### src/rtl/soe_fractional_history_bank_assert.svh
// ----------------------------------------------------------------------------
// Assertion macros for the fractional history bank
// Implication checks sampled on clk_i, switched off while rst_ni is low.
// ----------------------------------------------------------------------------
`ifndef SOE_FRACTIONAL_HISTORY_BANK_ASSERT_SVH
`define SOE_FRACTIONAL_HISTORY_BANK_ASSERT_SVH

// same-cycle implication
`define SOE_ASSERT_IMP(lbl, ante, cons, msg) \
  lbl: assert property (@(posedge clk_i) disable iff (!rst_ni) (ante) |-> (cons)) \
    else $error(msg);

// next-cycle implication
`define SOE_ASSERT_NXT(lbl, ante, cons, msg) \
  lbl: assert property (@(posedge clk_i) disable iff (!rst_ni) (ante) |=> (cons)) \
    else $error(msg);

`endif

### src/rtl/soe_pkg.sv
// ----------------------------------------------------------------------------
// soe_pkg
// Sizes, codes, job type and saturation helper of the fractional history bank.
// ----------------------------------------------------------------------------
package soe_pkg;

  localparam int POINTS     = 1024;
  localparam int RANK       = 4;

  localparam int POINT_W    = 10;
  localparam int DERIV_W    = 24;
  localparam int GAIN_W     = 24;
  localparam int DECAY_W    = 16;
  localparam int NUM_DECAY  = 7;
  localparam int HIST_W     = 32;

  localparam int CFG_IDX_W  = 3;
  localparam int CFG_DATA_W = GAIN_W;
  localparam int DIDX_W     = $clog2(NUM_DECAY);

  localparam logic [CFG_IDX_W-1:0] CFG_GAIN   = 3'd0;
  localparam logic [CFG_IDX_W-1:0] CFG_DECAY0 = 3'd1;

  localparam logic MODE_UPDATE = 1'b0;
  localparam logic MODE_READ   = 1'b1;

  localparam int ENTRIES    = POINTS * RANK;
  localparam int ADDR_W     = $clog2(ENTRIES);
  localparam int CNT_W      = $clog2(RANK + 1);

  // gain term: Q0.24 * Q12.12 -> Q12.36, rounded to nearest on the Q16.16 scale
  localparam int PGAIN_W    = GAIN_W + 1 + DERIV_W;
  localparam int INC_SHIFT  = 20;
  localparam int INC_W      = PGAIN_W - INC_SHIFT;

  // decay term: Q0.16 * Q16.16, rounded back to Q16.16
  localparam int PDEC_W     = DECAY_W + 1 + HIST_W;
  localparam int DEC_SHIFT  = 16;
  localparam int DEC_W      = PDEC_W - DEC_SHIFT;

  localparam int UPD_W      = ((DEC_W > INC_W) ? DEC_W : INC_W) + 1;
  localparam int SUM_W      = HIST_W + $clog2(RANK + 1);
  localparam int SAT_W      = (UPD_W > SUM_W) ? UPD_W : SUM_W;

  localparam int QDEPTH     = 2;
  localparam int QPTR_W     = $clog2(QDEPTH);
  localparam int QCNT_W     = $clog2(QDEPTH + 1);

  typedef logic [NUM_DECAY-1:0][DECAY_W-1:0] decay_vec_t;

  // one classified item handed from front to back
  typedef struct packed {
    logic                      mode;
    logic                      in_range;
    logic [POINT_W-1:0]        point;
    logic signed [INC_W-1:0]   inc_re;
    logic signed [INC_W-1:0]   inc_im;
  } soe_job_t;

  function automatic logic signed [HIST_W-1:0] sat_hist(input logic signed [SAT_W-1:0] v);
    logic signed [HIST_W-1:0] res;
    if (v[SAT_W-1:HIST_W-1] == '0 || v[SAT_W-1:HIST_W-1] == '1) begin
      res = v[HIST_W-1:0];
    end else if (v[SAT_W-1]) begin
      res = {1'b1, {(HIST_W-1){1'b0}}};
    end else begin
      res = {1'b0, {(HIST_W-1){1'b1}}};
    end
    return res;
  endfunction

endpackage

### src/rtl/soe_queue.sv
// ----------------------------------------------------------------------------
// soe_queue
// Short job queue decoupling the front from the back.
// ----------------------------------------------------------------------------
module soe_queue import soe_pkg::*; (
  input  logic     clk_i,
  input  logic     rst_ni,
  input  logic     push_valid_i,
  output logic     push_ready_o,
  input  soe_job_t push_data_i,
  output logic     pop_valid_o,
  input  logic     pop_ready_i,
  output soe_job_t pop_data_o
);

  soe_job_t            slot_q [QDEPTH];
  logic [QPTR_W-1:0]   wr_ptr_q;
  logic [QPTR_W-1:0]   rd_ptr_q;
  logic [QCNT_W-1:0]   cnt_q;
  logic                push;
  logic                pop;

  assign push_ready_o = cnt_q != QCNT_W'(QDEPTH);
  assign pop_valid_o  = cnt_q != '0;
  assign pop_data_o   = slot_q[rd_ptr_q];
  assign push         = push_valid_i && push_ready_o;
  assign pop          = pop_valid_o && pop_ready_i;

  always_ff @(posedge clk_i) begin
    if (push) begin
      slot_q[wr_ptr_q] <= push_data_i;
    end
  end

  always_ff @(posedge clk_i or negedge rst_ni) begin
    if (!rst_ni) begin
      wr_ptr_q <= '0;
      rd_ptr_q <= '0;
      cnt_q    <= '0;
    end else begin
      if (push) begin
        wr_ptr_q <= (wr_ptr_q == QPTR_W'(QDEPTH - 1)) ? '0 : wr_ptr_q + 1'b1;
      end
      if (pop) begin
        rd_ptr_q <= (rd_ptr_q == QPTR_W'(QDEPTH - 1)) ? '0 : rd_ptr_q + 1'b1;
      end
      if (push && !pop) begin
        cnt_q <= cnt_q + 1'b1;
      end else if (pop && !push) begin
        cnt_q <= cnt_q - 1'b1;
      end
    end
  end

endmodule

### config.mk
export PLATFORM = sky130hd
export DESIGN_NAME = soe_queue
export DESIGN_NICKNAME = d
export VERILOG_FILES = /design/src/rtl/soe_fractional_history_bank_assert.svh /design/src/rtl/soe_pkg.sv /design/src/rtl/soe_queue.sv
export SDC_FILE = /design/constraint.sdc
export NUM_CORES = 1
export LEC_CHECK = 0
export BUFFER_PORTS_ARGS = -buffer_cell sky130_fd_sc_hd__buf_2
export CAP_MARGIN = 25
export CELL_PAD_IN_SITES_DETAIL_PLACEMENT = 1
export CELL_PAD_IN_SITES_GLOBAL_PLACEMENT = 2
export CORE_AREA = 4 4 144 111
export DETAILED_ROUTE_END_ITERATION = 6
export DIE_AREA = 0 0 148 115
export GPL_ROUTABILITY_DRIVEN = 0
export GPL_TIMING_DRIVEN = 0
export HOLD_SLACK_MARGIN = 0.03
export PLACE_DENSITY_LB_ADDON = 0.1
export SYNTH_ARGS = -nofsm -noshare
export SYNTH_HDL_FRONTEND = slang
export SYNTH_SLANG_ARGS = --single-unit
### constraint.sdc
create_clock -name clk_i -period 5.5 [get_ports clk_i]
set_clock_uncertainty 0.15 [all_clocks]
set_input_delay 0.55 -clock clk_i [delete_from_list [all_inputs] [get_ports clk_i]]
set_output_delay 0.55 -clock clk_i [all_outputs]
set_load 0.05 [all_outputs]
; Word-level counts from Yosys, hierarchy flattened
; Memories as Yosys holds them, arrays and structs flattened.
; Cells that the tools add are included.
; W data, S select, Z words.
[word_totals]
ff_bits = 4
latchBits = 0
mem_bits_rw = 140
mem_bits_ro = 0
input_bits = 74
output_inout_bits = 72
elab_cells = 23
memories = 1
[mem_list]
columns = memory, depth, word_bits, rd, rd_clocked_by_memory_dff, write_ports, line
row1 = slot_q, 2, 70, 1, 0, 1, soe_queue.sv:16  ; soe_job_t slot_q [QDEPTH];
[classes]
add_sub_neg = 4
mul = 0
div = 0
n_lt_le_gt_ge = 0
eq_ne = 1
shifts = 0
n_mux = 6
n_bitwise = 0
n_reduce_logical = 8
[op_table]
columns = operator, n
row1 = $logic_and A1 B1 Y1, 4
row2 = $mux W1, 4
row3 = $mux W2, 2
row4 = $reduce_bool A2 Y1, 2
row5 = $add A1 B1 Y1 const B, 2
row6 = $add A2 B1 Y2 const B, 1
row7 = $logic_not A1 Y1, 2
row8 = $ne A2 B2 Y1 const B, 1
row9 = $sub A2 B1 Y2 const B, 1

; Depth between registers and ports, before layout
[logic_depth]
word_depth = 6
depth_mapped = 7

; Least setup slack after synthesis
; OpenSTA, ideal clock, no wires.
[synth_path]
path_kind = register to register
from = register cnt_q[0]
to = memory slot_q[0][0] (netlist bit) (enable)
setup_ns = 0.499
arrival_ns = 3.994
required_time_ns = 4.851
path_slack_ns = 0.857
stages_incl_launch_ff = 4
n_path_buf = 0
cell_sequence = dfrtp_1 > nand2b_1 > nand2_1 > nor2_1
[synth_between]
elab_chain_cells = 4
[synth_rtl]
columns = element, line
row1 = start: declaration, soe_queue.sv:19  ; logic [QCNT_W-1:0] cnt_q;
row2 = start signal: assignment, soe_queue.sv:48  ; cnt_q <= cnt_q + 1'b1;
row3 = start signal: assignment, soe_queue.sv:50  ; cnt_q <= cnt_q - 1'b1;
row4 = $ne A2 B2 Y1, soe_queue.sv:23  ; assign push_ready_o = cnt_q != QCNT_W'(QDEPTH);
row5 = named net push_ready_o, soe_queue.sv:9  ; output logic push_ready_o,
row6 = $logic_and A1 B1 Y1, soe_queue.sv:26  ; assign push = push_valid_i && push_ready_o;
row7 = $mux W1, soe_queue.sv:30  ; if (push) begin
row8 = $mux W1 (not written as such), soe_queue.sv:31  ; slot_q[wr_ptr_q] <= push_data_i;
row9 = end: declaration, soe_queue.sv:16
; The timed path passes the listed nets, and every way through them passes these cells.

==> flow_metrics.env <==
export IMPL_status="finished, final reports clean"
export IMPL_reg2regPathDepth=5
export IMPL_drive_gt1_share_pct=62.2
export IMPL_holdBufCountCts=1
export IMPL_route_vias_total=2741
export IMPL_stdcell_area_um2=7280
export IMPL_min_to="slot_q[1][40]"
export IMPL_hold_depth=1
export IMPL_clock_path_buffers=2
export IMPL_min_from="push_data_i[40]"
export IMPL_grt_use_total_pct=13.1
export IMPL_dp_hpwl_um=7260
export IMPL_fin_tns_setup_ns=0
export IMPL_grt_ovfl_total=0
export IMPL_pwr_share_comb_pct=43.9
export IMPL_areaGrowthSynthToFinish_pct=30.0
export IMPL_cts_made_buffers=17
export IMPL_synth_area_per_cell_um2=23.7
export IMPL_via_per_inst=4.43
export IMPL_cts_setup_buffers=0
export IMPL_critPathLaunchType="flip-flop"
export IMPL_end_kind="output pin"
export IMPL_critPathMaxStageDelay_ns=0.34
export IMPL_p_sw_w=0.00189
export IMPL_syn_area_um2=5600
export IMPL_min_period_over_period_pct=43.4
export IMPL_final_nets=480
export IMPL_cp_top_family="buffers and inverters"
export IMPL_hold_violations=0
export IMPL_holdCritPathClass="input pin to flip-flop"
export IMPL_postPlaceCellArea_um2=6680
export IMPL_cts_tree="done"
export IMPL_cp_data_required_time_ns=4.80
export IMPL_wl_met1_um=4160
export IMPL_io_pins=146
export IMPL_cts_resized=0
export IMPL_cp_buffers_inverters=3
export IMPL_syn_num_nets=311
export IMPL_synth_cells=236
export IMPL_routed_wl_met2_um=5090
export IMPL_io_buffer_count=145
export IMPL_clkPwrFrac_pct=23.5
export IMPL_r2r_end="slot_q[0][62]"
export IMPL_drv_cap=0
export IMPL_max_freq_mhz=419
export IMPL_dr_pass1_iters=4
export IMPL_setup_viol=0
export IMPL_root_buffer="clkbuf_16"
export IMPL_yosysSeqAreaShare_pct=76.9
export IMPL_p_leak_nw=2.93
export IMPL_reg2reg_setup_slack_ns=3.48
export IMPL_die_x_um=148
export IMPL_ant_nets=0
export IMPL_h_tree_depth=4
export IMPL_fin_util_pct=50.4
export IMPL_path_cells="buf_6 > buf_12 > mux2_4 > buf_2"
export IMPL_p_seq_share_pct=32.6
export IMPL_worstSetupPathType="flip-flop to output pin"
export IMPL_sw_frac_of_total_pct=39.4
export IMPL_irDropWorstVdd_mv=0.277
export IMPL_r2r_start="cnt_q[0]"
export IMPL_arrival_ns=1.69
export IMPL_grt_max_degree=38
export IMPL_cts_sinks=144
export IMPL_synth_distinct_cells=15
export IMPL_critPathSlowestCell="dfrtp_1"
export IMPL_die_area_um2=17000
export IMPL_die_height_um=115
export IMPL_powerDensity_nw_per_um2=659
export IMPL_wl_per_cell_um=16.9
export IMPL_p_int_w=0.00291
export IMPL_clkSlewWorstSetupHoldPaths_ns=0.06
export IMPL_fin_crit_ns=2.39
export IMPL_drc=0
export IMPL_tightestPinTransition_ns=0.514
export IMPL_grt_setup_unrepaired="no"
export IMPL_slew_violations=0
export IMPL_ys_ff_latch=144
export IMPL_totalWireLength_um=10500
export IMPL_start_util_pct=38.7
export IMPL_dr_wl_met3_um=986
export IMPL_path_max_fanout=10
export IMPL_highest_layer="met5"
export IMPL_grt_pass1_vias=3063
export IMPL_clock_latency_ns=0.41
export IMPL_grt_pass1_wl_um=16400
export IMPL_core_area_um2=14500
export IMPL_antenna_found_initial=3
export IMPL_ys_warnings_count=0
export IMPL_relSlewSlack_pct=65.6
export IMPL_row_count=38
export IMPL_dr_first_iter_drc_count=100
synthesized netlist by cell type:
library cell | n | area [µm²]
or2_1 | 1 | 6.26
buf_6 | 1 | 11.3
inv_1 | 1 | 3.75
ha_1 | 1 | 12.5
and3_1 | 1 | 6.26
nand2b_1 | 1 | 6.26
buf_12 | 7 | 140
xor2_1 | 2 | 17.5
xnor2_1 | 3 | 26.3
nor2_1 | 2 | 7.51
dfrtp_1 | 4 | 100
edfxtp_1 | 140 | 4200
mux2_2 | 1 | 11.3
nand2_1 | 2 | 7.51
mux2_4 | 69 | 1040
power groups by stage:
stage | logic [W] | registers [W] | clock network, W
floorplan | 0.00170 | 0.00159 | 0
global placement | 0.00207 | 0.00162 | 0
detailed placement | 0.00214 | 0.00159 | 0
CTS | 0.00215 | 0.00157 | 0.00116
global route | 0.00221 | 0.00159 | 0.00123
finish | 0.00210 | 0.00157 | 0.00113
through the flow:
step / total power, W / hold slack [ns] / setup slack (ns) / std cells
global placement: 0.00369 / 0.211 / -0.750 / 581
finish: 0.00480 / 0.164 / 3.11 / 619
floorplan: 0.00329 / 0.104 / 0.857 / 236
detailed placement: 0.00374 / 0.213 / 3.41 / 585
global route: 0.00502 / 0.134 / 3.03 / 618
CTS: 0.00488 / 0.143 / 3.07 / 618
layout make-up:
cell class | count | area, µm²
clock inverter | 15 | 160
clock buffer | 17 | 425
timing repair buffer | 150 | 831
antenna | 1 | 2.50
inverter | 1 | 3.75
sequential | 144 | 4300
tap | 200 | 250
buffer | 8 | 151
multi-input combinational | 83 | 1150
fill | 1383 | 7180
worst max-delay path by stage:
stage | slack [ns] | startpoint | cells past startpoint | endpoint
after global routing | 3.03 | rd_ptr_q | 4 | pop_data_o[19]
final | 3.11 | rd_ptr_q | 4 | pop_data_o[62]
after detailed placement | 3.41 | push_valid_i | 5 | slot_q[0][11]
after CTS | 3.07 | rd_ptr_q | 4 | pop_data_o[62]
after floorplan | 0.86 | cnt_q[0] | 3 | slot_q[0][0]
after global placement | -0.75 | push_valid_i | 3 | slot_q[0][33]
state kept, by name, indices dropped and copies added, names as in the netlist:
register / cells
slot_q: 140
cnt_q: 2
rd_ptr_q: 1
wr_ptr_q: 1
logic make-up after synthesis:
| group | share of synthesized area [%] |
|---|---|
| mux | 18.7 |
| xor+xnor | 0.783 |
| flops | 76.9 |
| fa+ha+maj | 0.224 |
| buf+inv | 2.77 |
| simple gates | 0.604 |
placed cells by master, fill, tap and decap left out, drive strengths merged:
cell,instances
mux2,70
xnor2,3
ha,1
nor2,2
buf,157
clkinvlp,4
diode,1
bufinv,2
clkbuf,17
dlygate4sd3,1
or2,1
nand2,2
and3,1
xor2,2
dfrtp,4
clkinv,5
inv,5
edfxtp,140
nand2b,1
layer usage:
metal	vias up	GRT usage, %
li1	1278	-
met1	1339	14.6
met2	98	21.1
met3	20	6.82
met4	6	5.91
met5	-	0
Power figures use the tool's default switching activity.
