[src/rtl/soe_fractional_history_bank_assert.svh]
// ----------------------------------------------------------------------------
// Assertion macros for the fractional history bank
// Implication checks sampled on clk_i, switched off while rst_ni is low.
// ----------------------------------------------------------------------------
`ifndef SOE_FRACTIONAL_HISTORY_BANK_ASSERT_SVH
`define SOE_FRACTIONAL_HISTORY_BANK_ASSERT_SVH

// same-cycle implication
`define SOE_ASSERT_IMP(lbl, ante, cons, msg) \
  lbl: assert property (@(posedge clk_i) disable iff (!rst_ni) (ante) |-> (cons)) \
    else $error(msg);

// next-cycle implication
`define SOE_ASSERT_NXT(lbl, ante, cons, msg) \
  lbl: assert property (@(posedge clk_i) disable iff (!rst_ni) (ante) |=> (cons)) \
    else $error(msg);

`endif

[src/rtl/soe_pkg.sv]
// ----------------------------------------------------------------------------
// soe_pkg
// Sizes, codes, job type and saturation helper of the fractional history bank.
// ----------------------------------------------------------------------------
package soe_pkg;

  localparam int POINTS     = 1024;
  localparam int RANK       = 4;

  localparam int POINT_W    = 10;
  localparam int DERIV_W    = 24;
  localparam int GAIN_W     = 24;
  localparam int DECAY_W    = 16;
  localparam int NUM_DECAY  = 7;
  localparam int HIST_W     = 32;

  localparam int CFG_IDX_W  = 3;
  localparam int CFG_DATA_W = GAIN_W;
  localparam int DIDX_W     = $clog2(NUM_DECAY);

  localparam logic [CFG_IDX_W-1:0] CFG_GAIN   = 3'd0;
  localparam logic [CFG_IDX_W-1:0] CFG_DECAY0 = 3'd1;

  localparam logic MODE_UPDATE = 1'b0;
  localparam logic MODE_READ   = 1'b1;

  localparam int ENTRIES    = POINTS * RANK;
  localparam int ADDR_W     = $clog2(ENTRIES);
  localparam int CNT_W      = $clog2(RANK + 1);

  // gain term: Q0.24 * Q12.12 -> Q12.36, rounded to nearest on the Q16.16 scale
  localparam int PGAIN_W    = GAIN_W + 1 + DERIV_W;
  localparam int INC_SHIFT  = 20;
  localparam int INC_W      = PGAIN_W - INC_SHIFT;

  // decay term: Q0.16 * Q16.16, rounded back to Q16.16
  localparam int PDEC_W     = DECAY_W + 1 + HIST_W;
  localparam int DEC_SHIFT  = 16;
  localparam int DEC_W      = PDEC_W - DEC_SHIFT;

  localparam int UPD_W      = ((DEC_W > INC_W) ? DEC_W : INC_W) + 1;
  localparam int SUM_W      = HIST_W + $clog2(RANK + 1);
  localparam int SAT_W      = (UPD_W > SUM_W) ? UPD_W : SUM_W;

  localparam int QDEPTH     = 2;
  localparam int QPTR_W     = $clog2(QDEPTH);
  localparam int QCNT_W     = $clog2(QDEPTH + 1);

  typedef logic [NUM_DECAY-1:0][DECAY_W-1:0] decay_vec_t;

  // one classified item handed from front to back
  typedef struct packed {
    logic                      mode;
    logic                      in_range;
    logic [POINT_W-1:0]        point;
    logic signed [INC_W-1:0]   inc_re;
    logic signed [INC_W-1:0]   inc_im;
  } soe_job_t;

  function automatic logic signed [HIST_W-1:0] sat_hist(input logic signed [SAT_W-1:0] v);
    logic signed [HIST_W-1:0] res;
    if (v[SAT_W-1:HIST_W-1] == '0 || v[SAT_W-1:HIST_W-1] == '1) begin
      res = v[HIST_W-1:0];
    end else if (v[SAT_W-1]) begin
      res = {1'b1, {(HIST_W-1){1'b0}}};
    end else begin
      res = {1'b0, {(HIST_W-1){1'b1}}};
    end
    return res;
  endfunction

endpackage

[src/rtl/soe_if.sv]
// ----------------------------------------------------------------------------
// soe_in_if / soe_out_if
// Valid/ready channels carrying input items and result items.
// ----------------------------------------------------------------------------
interface soe_in_if import soe_pkg::*; ();
  logic                      valid;
  logic                      ready;
  logic                      mode;
  logic [POINT_W-1:0]        point;
  logic signed [DERIV_W-1:0] deriv_re;
  logic signed [DERIV_W-1:0] deriv_im;

  modport source (output valid, mode, point, deriv_re, deriv_im, input ready);
  modport sink   (input valid, mode, point, deriv_re, deriv_im, output ready);
endinterface


[src/rtl/soe_front.sv]
// ----------------------------------------------------------------------------
// soe_front
// Accept items, check the point range and form the rounded gain terms.
// ----------------------------------------------------------------------------
module soe_front import soe_pkg::*; (
  input  logic              clk_i,
  input  logic              rst_ni,
  input  logic [GAIN_W-1:0] gain_i,
  input  logic              clearing_i,
  soe_in_if.sink            in_i,
  output logic              job_valid_o,
  input  logic              job_ready_i,
  output soe_job_t          job_o
);

  localparam logic signed [PGAIN_W-1:0] INC_HALF = PGAIN_W'(1) << (INC_SHIFT - 1);

  logic                      s1_q;
  logic                      s1_mode_q;
  logic                      s1_range_q;
  logic [POINT_W-1:0]        s1_point_q;
  logic signed [PGAIN_W-1:0] s1_prod_re_q;
  logic signed [PGAIN_W-1:0] s1_prod_im_q;
  logic signed [PGAIN_W-1:0] rnd_re;
  logic signed [PGAIN_W-1:0] rnd_im;
  logic                      accept;

  assign in_i.ready = !clearing_i && (!s1_q || job_ready_i);
  assign accept     = in_i.valid && in_i.ready;

  always_ff @(posedge clk_i or negedge rst_ni) begin
    if (!rst_ni) begin
      s1_q         <= 1'b0;
      s1_mode_q    <= MODE_UPDATE;
      s1_range_q   <= 1'b0;
      s1_point_q   <= '0;
      s1_prod_re_q <= '0;
      s1_prod_im_q <= '0;
    end else if (accept) begin
      s1_q         <= 1'b1;
      s1_mode_q    <= in_i.mode;
      s1_range_q   <= 32'(in_i.point) < POINTS;
      s1_point_q   <= in_i.point;
      s1_prod_re_q <= $signed({1'b0, gain_i}) * in_i.deriv_re;
      s1_prod_im_q <= $signed({1'b0, gain_i}) * in_i.deriv_im;
    end else if (job_ready_i) begin
      s1_q <= 1'b0;
    end
  end

  // round to nearest, ties upward
  assign rnd_re = s1_prod_re_q + INC_HALF;
  assign rnd_im = s1_prod_im_q + INC_HALF;

  assign job_valid_o     = s1_q;
  assign job_o.mode      = s1_mode_q;
  assign job_o.in_range  = s1_range_q;
  assign job_o.point     = s1_point_q;
  assign job_o.inc_re    = rnd_re[PGAIN_W-1:INC_SHIFT];
  assign job_o.inc_im    = rnd_im[PGAIN_W-1:INC_SHIFT];

endmodule

[src/flat_wrapper.sv]
// flat-port wrapper written by rule: the top's interface ports become plain ports
module soe_front_flat import soe_pkg::*;
  (clk_i, rst_ni, gain_i, clearing_i, job_valid_o, job_ready_i, job_o, in_i_valid, in_i_mode, in_i_point, in_i_deriv_re, in_i_deriv_im, in_i_ready);
  soe_in_if in_i_i ();
  input  logic clk_i;
  input  logic rst_ni;
  input  logic [GAIN_W-1:0] gain_i;
  input  logic clearing_i;
  output logic job_valid_o;
  input  logic job_ready_i;
  output soe_job_t job_o;
  input wire logic [$bits(in_i_i.valid)-1:0] in_i_valid;
  input wire logic [$bits(in_i_i.mode)-1:0] in_i_mode;
  input wire logic [$bits(in_i_i.point)-1:0] in_i_point;
  input wire logic [$bits(in_i_i.deriv_re)-1:0] in_i_deriv_re;
  input wire logic [$bits(in_i_i.deriv_im)-1:0] in_i_deriv_im;
  output wire logic [$bits(in_i_i.ready)-1:0] in_i_ready;
  assign in_i_i.valid = in_i_valid;
  assign in_i_i.mode = in_i_mode;
  assign in_i_i.point = in_i_point;
  assign in_i_i.deriv_re = in_i_deriv_re;
  assign in_i_i.deriv_im = in_i_deriv_im;
  assign in_i_ready = in_i_i.ready;
  soe_front u_core (.clk_i(clk_i), .rst_ni(rst_ni), .gain_i(gain_i), .clearing_i(clearing_i), .in_i(in_i_i), .job_valid_o(job_valid_o), .job_ready_i(job_ready_i), .job_o(job_o));
endmodule
[config.mk]
export PLATFORM = sky130hd
export DESIGN_NAME = soe_front_flat
export DESIGN_NICKNAME = d
export VERILOG_FILES = /design/src/rtl/soe_fractional_history_bank_assert.svh /design/src/rtl/soe_pkg.sv /design/src/rtl/soe_if.sv /design/src/rtl/soe_front.sv /design/src/flat_wrapper.sv
export SDC_FILE = /design/constraint.sdc
export NUM_CORES = 2
export LEC_CHECK = 0
export BUFFER_PORTS_ARGS = -buffer_cell sky130_fd_sc_hd__buf_4
export CORE_MARGIN = 4
export CORE_UTILIZATION = 40
export CTS_CLUSTER_DIAMETER = 60
export DETAILED_ROUTE_END_ITERATION = 8
export HOLD_SLACK_MARGIN = 0.08
export MAX_ROUTING_LAYER = met4
export PLACE_DENSITY = 0.56
export SLEW_MARGIN = 20
export SYNTH_ARGS = -nofsm -noshare
export SYNTH_HDL_FRONTEND = slang
export SYNTH_SLANG_ARGS = --single-unit
[constraint.sdc]
create_clock -name clk_i -period 3.3 [get_ports clk_i]
set_clock_uncertainty 0.2 [all_clocks]
set_input_delay 0.495 -clock clk_i [delete_from_list [all_inputs] [get_ports clk_i]]
set_output_delay 0.495 -clock clk_i [all_outputs]
set_load 0.005 [all_outputs]
**Word level (Yosys, flattened, before mapping)**

Cells that the tools add are included.

- Add/sub/neg operators: 2
- Multiply operators: 2
- Mux-type cells: 2
- Reduce and logical (&&, ||, !) cells: 6

Operators by type and width:

| cell | number |
|---|---|
| adder 49 x 21 -> 49 bit (second input constant) | 2 |
| multiplier 25 x 24 -> 49 bit | 2 |
| logical AND 1 bit | 2 |
| logical NOT 1 bit | 2 |
| 2-to-1 mux 1 bit | 2 |
| nonzero test 2 bit | 1 |
| logical OR 1 bit | 1 |

- Bits in registers: 111
- Word-level logic and storage cells: 18

**Logic depth before layout (Yosys ltp)**

- Depth after elaboration: 5
- Gate-level depth with buffers: 28
- Depth with buffers taken out: 25

**Worst setup path after synthesis**

OpenSTA, ideal clock, no wires.

- Path kind: input port to flip-flop
- From: input port gain_i[10]
- To: register u_core.s1_prod_im_q[35]
- Library setup time: 0.131 ns
- Data arrival time: 6.795 ns
- Data required time: 2.969 ns
- Setup slack: -3.827 ns
- Cell stages on the path: 25
- Path buffers: 2
- Path through: clkbuf_1 > clkbuf_1 > nand2_1 > fa_1 > fa_1 > inv_1 > fa_1 > inv_1 > fa_1 > inv_1 > fa_1 > fa_1 > inv_1 > fa_1 > inv_1 > ha_1 > a21oi_1 > nand3_1 > a211oi_1 > a21oi_2 > a211oi_2 > o21ai_1 > a21oi_1 > nor4b_1 > or3_1

- Cells in the longest elaborated chain, start to end: 1

RTL lines:

| what | line | text |
|---|---|---|
| from (decl) | flat_wrapper.sv:7 | `input logic [GAIN_W-1:0] gain_i;` |
| multiplier 25 x 24 -> 49 bit | soe_front.sv:45 | `s1_prod_im_q <= $signed({1'b0, gain_i}) * in_i.deriv_im;` |
| to (signal assigned) | soe_front.sv:45 |  |
| to (decl) | soe_front.sv:23 | `logic signed [PGAIN_W-1:0] s1_prod_im_q;` |

Every way passes these cells.
A chain may end at the register's enable or synchronous reset.

**Worst setup path in the final report**

- From: input port gain_i[6]
- To: register u_core.s1_prod_im_q[26]

The elaborated chain is that of the path after synthesis.

==> metrics.md <==
| Metric | Value |
|---|---|
| CTS tree | `built` |
| Clk root buf | `clkbuf_16` |
| Endpoints failing hold | `0` |
| Cell area after synthesis | `41000 sq um` |
| Share of cells above drive strength 1 | `0.218` |
| RSZ-0062 raised after global routing | `true` |
| Hold/Removal Path Class | `input pin to flop` |
| First-pass DRT Iterations | `5` |
| CP max FO | `17` |
| Wirelength per Cell | `16.9 um` |
| Detailed placement HPWL | `90300 um` |
| Most area-consuming cells after synthesis | `fa_1, ha_1, inv_1` |
| Clk slew on worst S/H paths | `0.07 ns` |
| Largest net degree at the start of global routing | `46` |
| Failing checks | `negative setup slack` |
| Critical setup path kind | `input pin to flop` |
| Core area | `102000 sq um` |
| FILL cells | `9636` |
| FMAX | `154 MHz` |
| DIE HEIGHT | `328 um` |
| Syn nets | `6033` |
| GRT overflow | `0` |
| Register area share after synthesis | `0.0445` |
| Fin nets | `6526` |
| Synth Flop Type | `dfrtp_1` |
| Least-Margin Pin Slew | `0.711 ns` |
| Status | `finished with violations` |
| Clock Tree Buf Depth | `2` |
| IO Pins | `160` |
| Vias in the first global route | `34144` |
| Share of the synthesized area in the top cell type | `0.469` |
| PortBufs | `159` |
| Post-synth EDFFs | `0` |
| Sink Count | `73` |
| Max_cap viols | `0` |
| Overall routing resource usage | `0.220` |
| Final setup fails | `60` |
| DRT antenna net count | `0` |
| Num CTS Buffers | `9` |
| Crit path time final | `6.49 ns` |
| Final Core Density | `0.500` |
| Row Count | `117` |
| Slew Viols, Final | `0` |
| Final period util | `1.97` |
| Syn Area/Cell | `8.95 sq um` |
| H-tree depth | `3` |
| DIE AREA | `108000 sq um` |
| Placement Setup Slack | `-3.95 ns` |
| Initial DRC Count | `1387` |
| Yosys cell types | `64` |
| Yosys warns | `0` |
| Endpoint class of the critical path | `flop` |
| CP Launch Type | `input pin` |
| Fraction of registers with async set/reset | `1.00` |
| Mapped Cells | `4585` |
| Drt total wl | `109000 um` |
| Width of the die | `328 um` |
| Drt drc | `0` |
| Clk_lat worst skew | `0.40 ns` |
| Area Overhead vs Synth | `23.9%` |
| First-pass GRT wire length | `182000 um` |
| Antenna violations before repair | `4` |
| Initial Util | `0.403` |
| Vias per inst | `4.83` |
| Vias | `31156` |
| Rel. slew slack | `0.526` |
| WP data arrival | `6.56 ns` |
| Worst Setup Slack, final | `-3.19 ns` |
| Post-synth top area cell | `fa_1` |
| Synth Register Bits | `73` |
| Routability cong. | `0.884` |
| Req. time, crit path | `3.37 ns` |
==> cells in the mapped netlist, types with 3 or more instances <==
library cell	n
a2111oi_0	3
a211oi_1	5
a211oi_2	3
a21o_1	35
a21oi_1	57
a21oi_2	3
a221o_1	3
a31oi_1	7
a41oi_1	3
and2_1	558
and3_1	22
and4_1	4
buf_4	3
clkbuf_1	232
dfrtp_1	73
fa_1	962
ha_1	398
inv_1	1079
nand2_1	703
nand2b_1	31
nand3_1	40
nand4_1	23
nor2_1	33
nor2b_1	28
nor3_1	9
nor4_1	5
o211ai_1	10
o21a_1	5
o21ai_0	68
o21ai_1	7
o21bai_1	7
o31ai_1	11
or3_1	4
xnor2_1	79
xor2_1	34
==> flip-flops by register name (all words and copies together), names as in the netlist <==
register	count
u_core.s1_prod_im_q	30
u_core.s1_prod_re_q	30
u_core.s1_point_q	10
u_core.job_valid_o	1
u_core.s1_mode_q	1
u_core.s1_range_q	1
==> timing repair <==
item	in CTS	in global routing
hold endpoints to repair	54	0
setup endpoints to repair	72	73
cloned	11	2
setup buffers	49	30
hold buffers	12	0
resized for setup	386	145
pin swaps	157	123
==> cell families (layout without fill, tap and decap cells) <==
| logic type | after synthesis | in the layout | share of synthesized area |
|---|---|---|---|
| AOI/OAI and AO/OA | 249 | 249 | 0.0403 |
| DFF | 73 | 73 | 0.0445 |
| adders and majority gates | 1360 | 1360 | 0.591 |
| and+or+nand+nor | 1474 | 1474 | 0.179 |
| other | 0 | 1 | 0 |
| buffers and inverters | 1316 | 1814 | 0.121 |
| xor gates and xnor gates | 113 | 113 | 0.0241 |
==> metal layers <==
metal / GRT usage / vias up / part of all wire
met5: - / - / 0
met4: 0.0441 / 0 / 0.019
met3: 0.0183 / 93 / 0.038
met2: 0.373 / 546 / 0.50
met1: 0.291 / 16140 / 0.44
li1: - / 14377 / -
==> area by class of cell <==
cell class	instances	area [sq um]	share of cell area
sequential	73	1830	0.0360
multi-input combinational	3196	36200	0.711
inverter	1079	4050	0.0797
clock buffer	9	225	0.00443
tap	1368	1710	0.0337
antenna	1	2.50	0.0000492
clock inverter	7	77.6	0.00153
timing repair buffer	719	6770	0.133
==> path summary, 6_finish.rpt <==
check / startpoint / to / slack [ns] / cells past startpoint
min in group asynchronous: rst_ni / u_core.s1_prod_re_q[48]$_DFFE_PN0P_ / 0.47 / 2
hold / removal: job_ready_i / u_core.job_valid_o$_DFFE_PN0P_ / 0.19 / 3
max in group asynchronous: rst_ni / u_core.s1_prod_re_q[21]$_DFFE_PN0P_ / 1.69 / 3
hold reg to reg: u_core.s1_range_q$_DFFE_PN0P_ / u_core.s1_range_q$_DFFE_PN0P_ / 0.28 / 1
setup reg to reg: u_core.job_valid_o$_DFFE_PN0P_ / u_core.s1_prod_im_q[35]$_DFFE_PN0P_ / 1.20 / 5
setup / recovery: gain_i[6] / u_core.s1_prod_im_q[26]$_DFFE_PN0P_ / -3.19 / 27
==> cells in the final DEF, fill, tap and decap left out, drive strengths merged, types with 4 or more instances in the layout <==
| cell | instances |
|---|---|
| inv | 1081 |
| fa | 962 |
| nand2 | 703 |
| buf | 701 |
| and2 | 558 |
| ha | 398 |
| xnor2 | 79 |
| o21ai | 76 |
| dfrtp | 73 |
| a21oi | 60 |
| nand3 | 40 |
| a21o | 35 |
| xor2 | 34 |
| nor2 | 34 |
| nand2b | 31 |
| nor2b | 28 |
| nand4 | 23 |
| and3 | 22 |
| dlygate4sd3 | 12 |
| nor3 | 12 |
| clkbuf | 11 |
| o31ai | 11 |
| o211ai | 10 |
| a211oi | 9 |
| a31oi | 9 |
| o21bai | 7 |
| o21a | 5 |
| nor4 | 5 |
| and4 | 4 |
| bufbuf | 4 |
| or3 | 4 |
==> through the flow <==
stage / hold slack, ns / TNS (ns) / std cells / area [sq um]
CTS: 0.166 / -178.10 / 6424 / 50000
finish: 0.194 / -179.16 / 6452 / 50800
global route: 0.191 / -192.25 / 6451 / 50800
global placement: 0.253 / -214.67 / 6340 / 47400
detailed placement: 0.259 / -218.11 / 6340 / 47400
floorplan: -0.000591 / -176.36 / 4585 / 42400
==> worst max-delay path, stage by stage <==
cell and delay (ns):
buf_16 0.14, and2_4 0.17, fa_1 0.52, inv_2 0.04, fa_1 0.53, inv_1 0.05, fa_1 0.48, inv_1 0.05
fa_1 0.49, inv_2 0.05, fa_1 0.52, fa_1 0.55, inv_1 0.05, fa_1 0.49, inv_2 0.05, ha_4 0.23
a21oi_4 0.15, nand3_2 0.12, a211oi_4 0.22, a21oi_4 0.14, buf_6 0.15, buf_6 0.10, buf_6 0.12, a21o_1 0.18
a21oi_2 0.16, xor2_2 0.21, o21ai_1 0.10
Power is not shown: default switching activity piles up to over one toggle a cycle in this logic, so the estimate is an artifact.
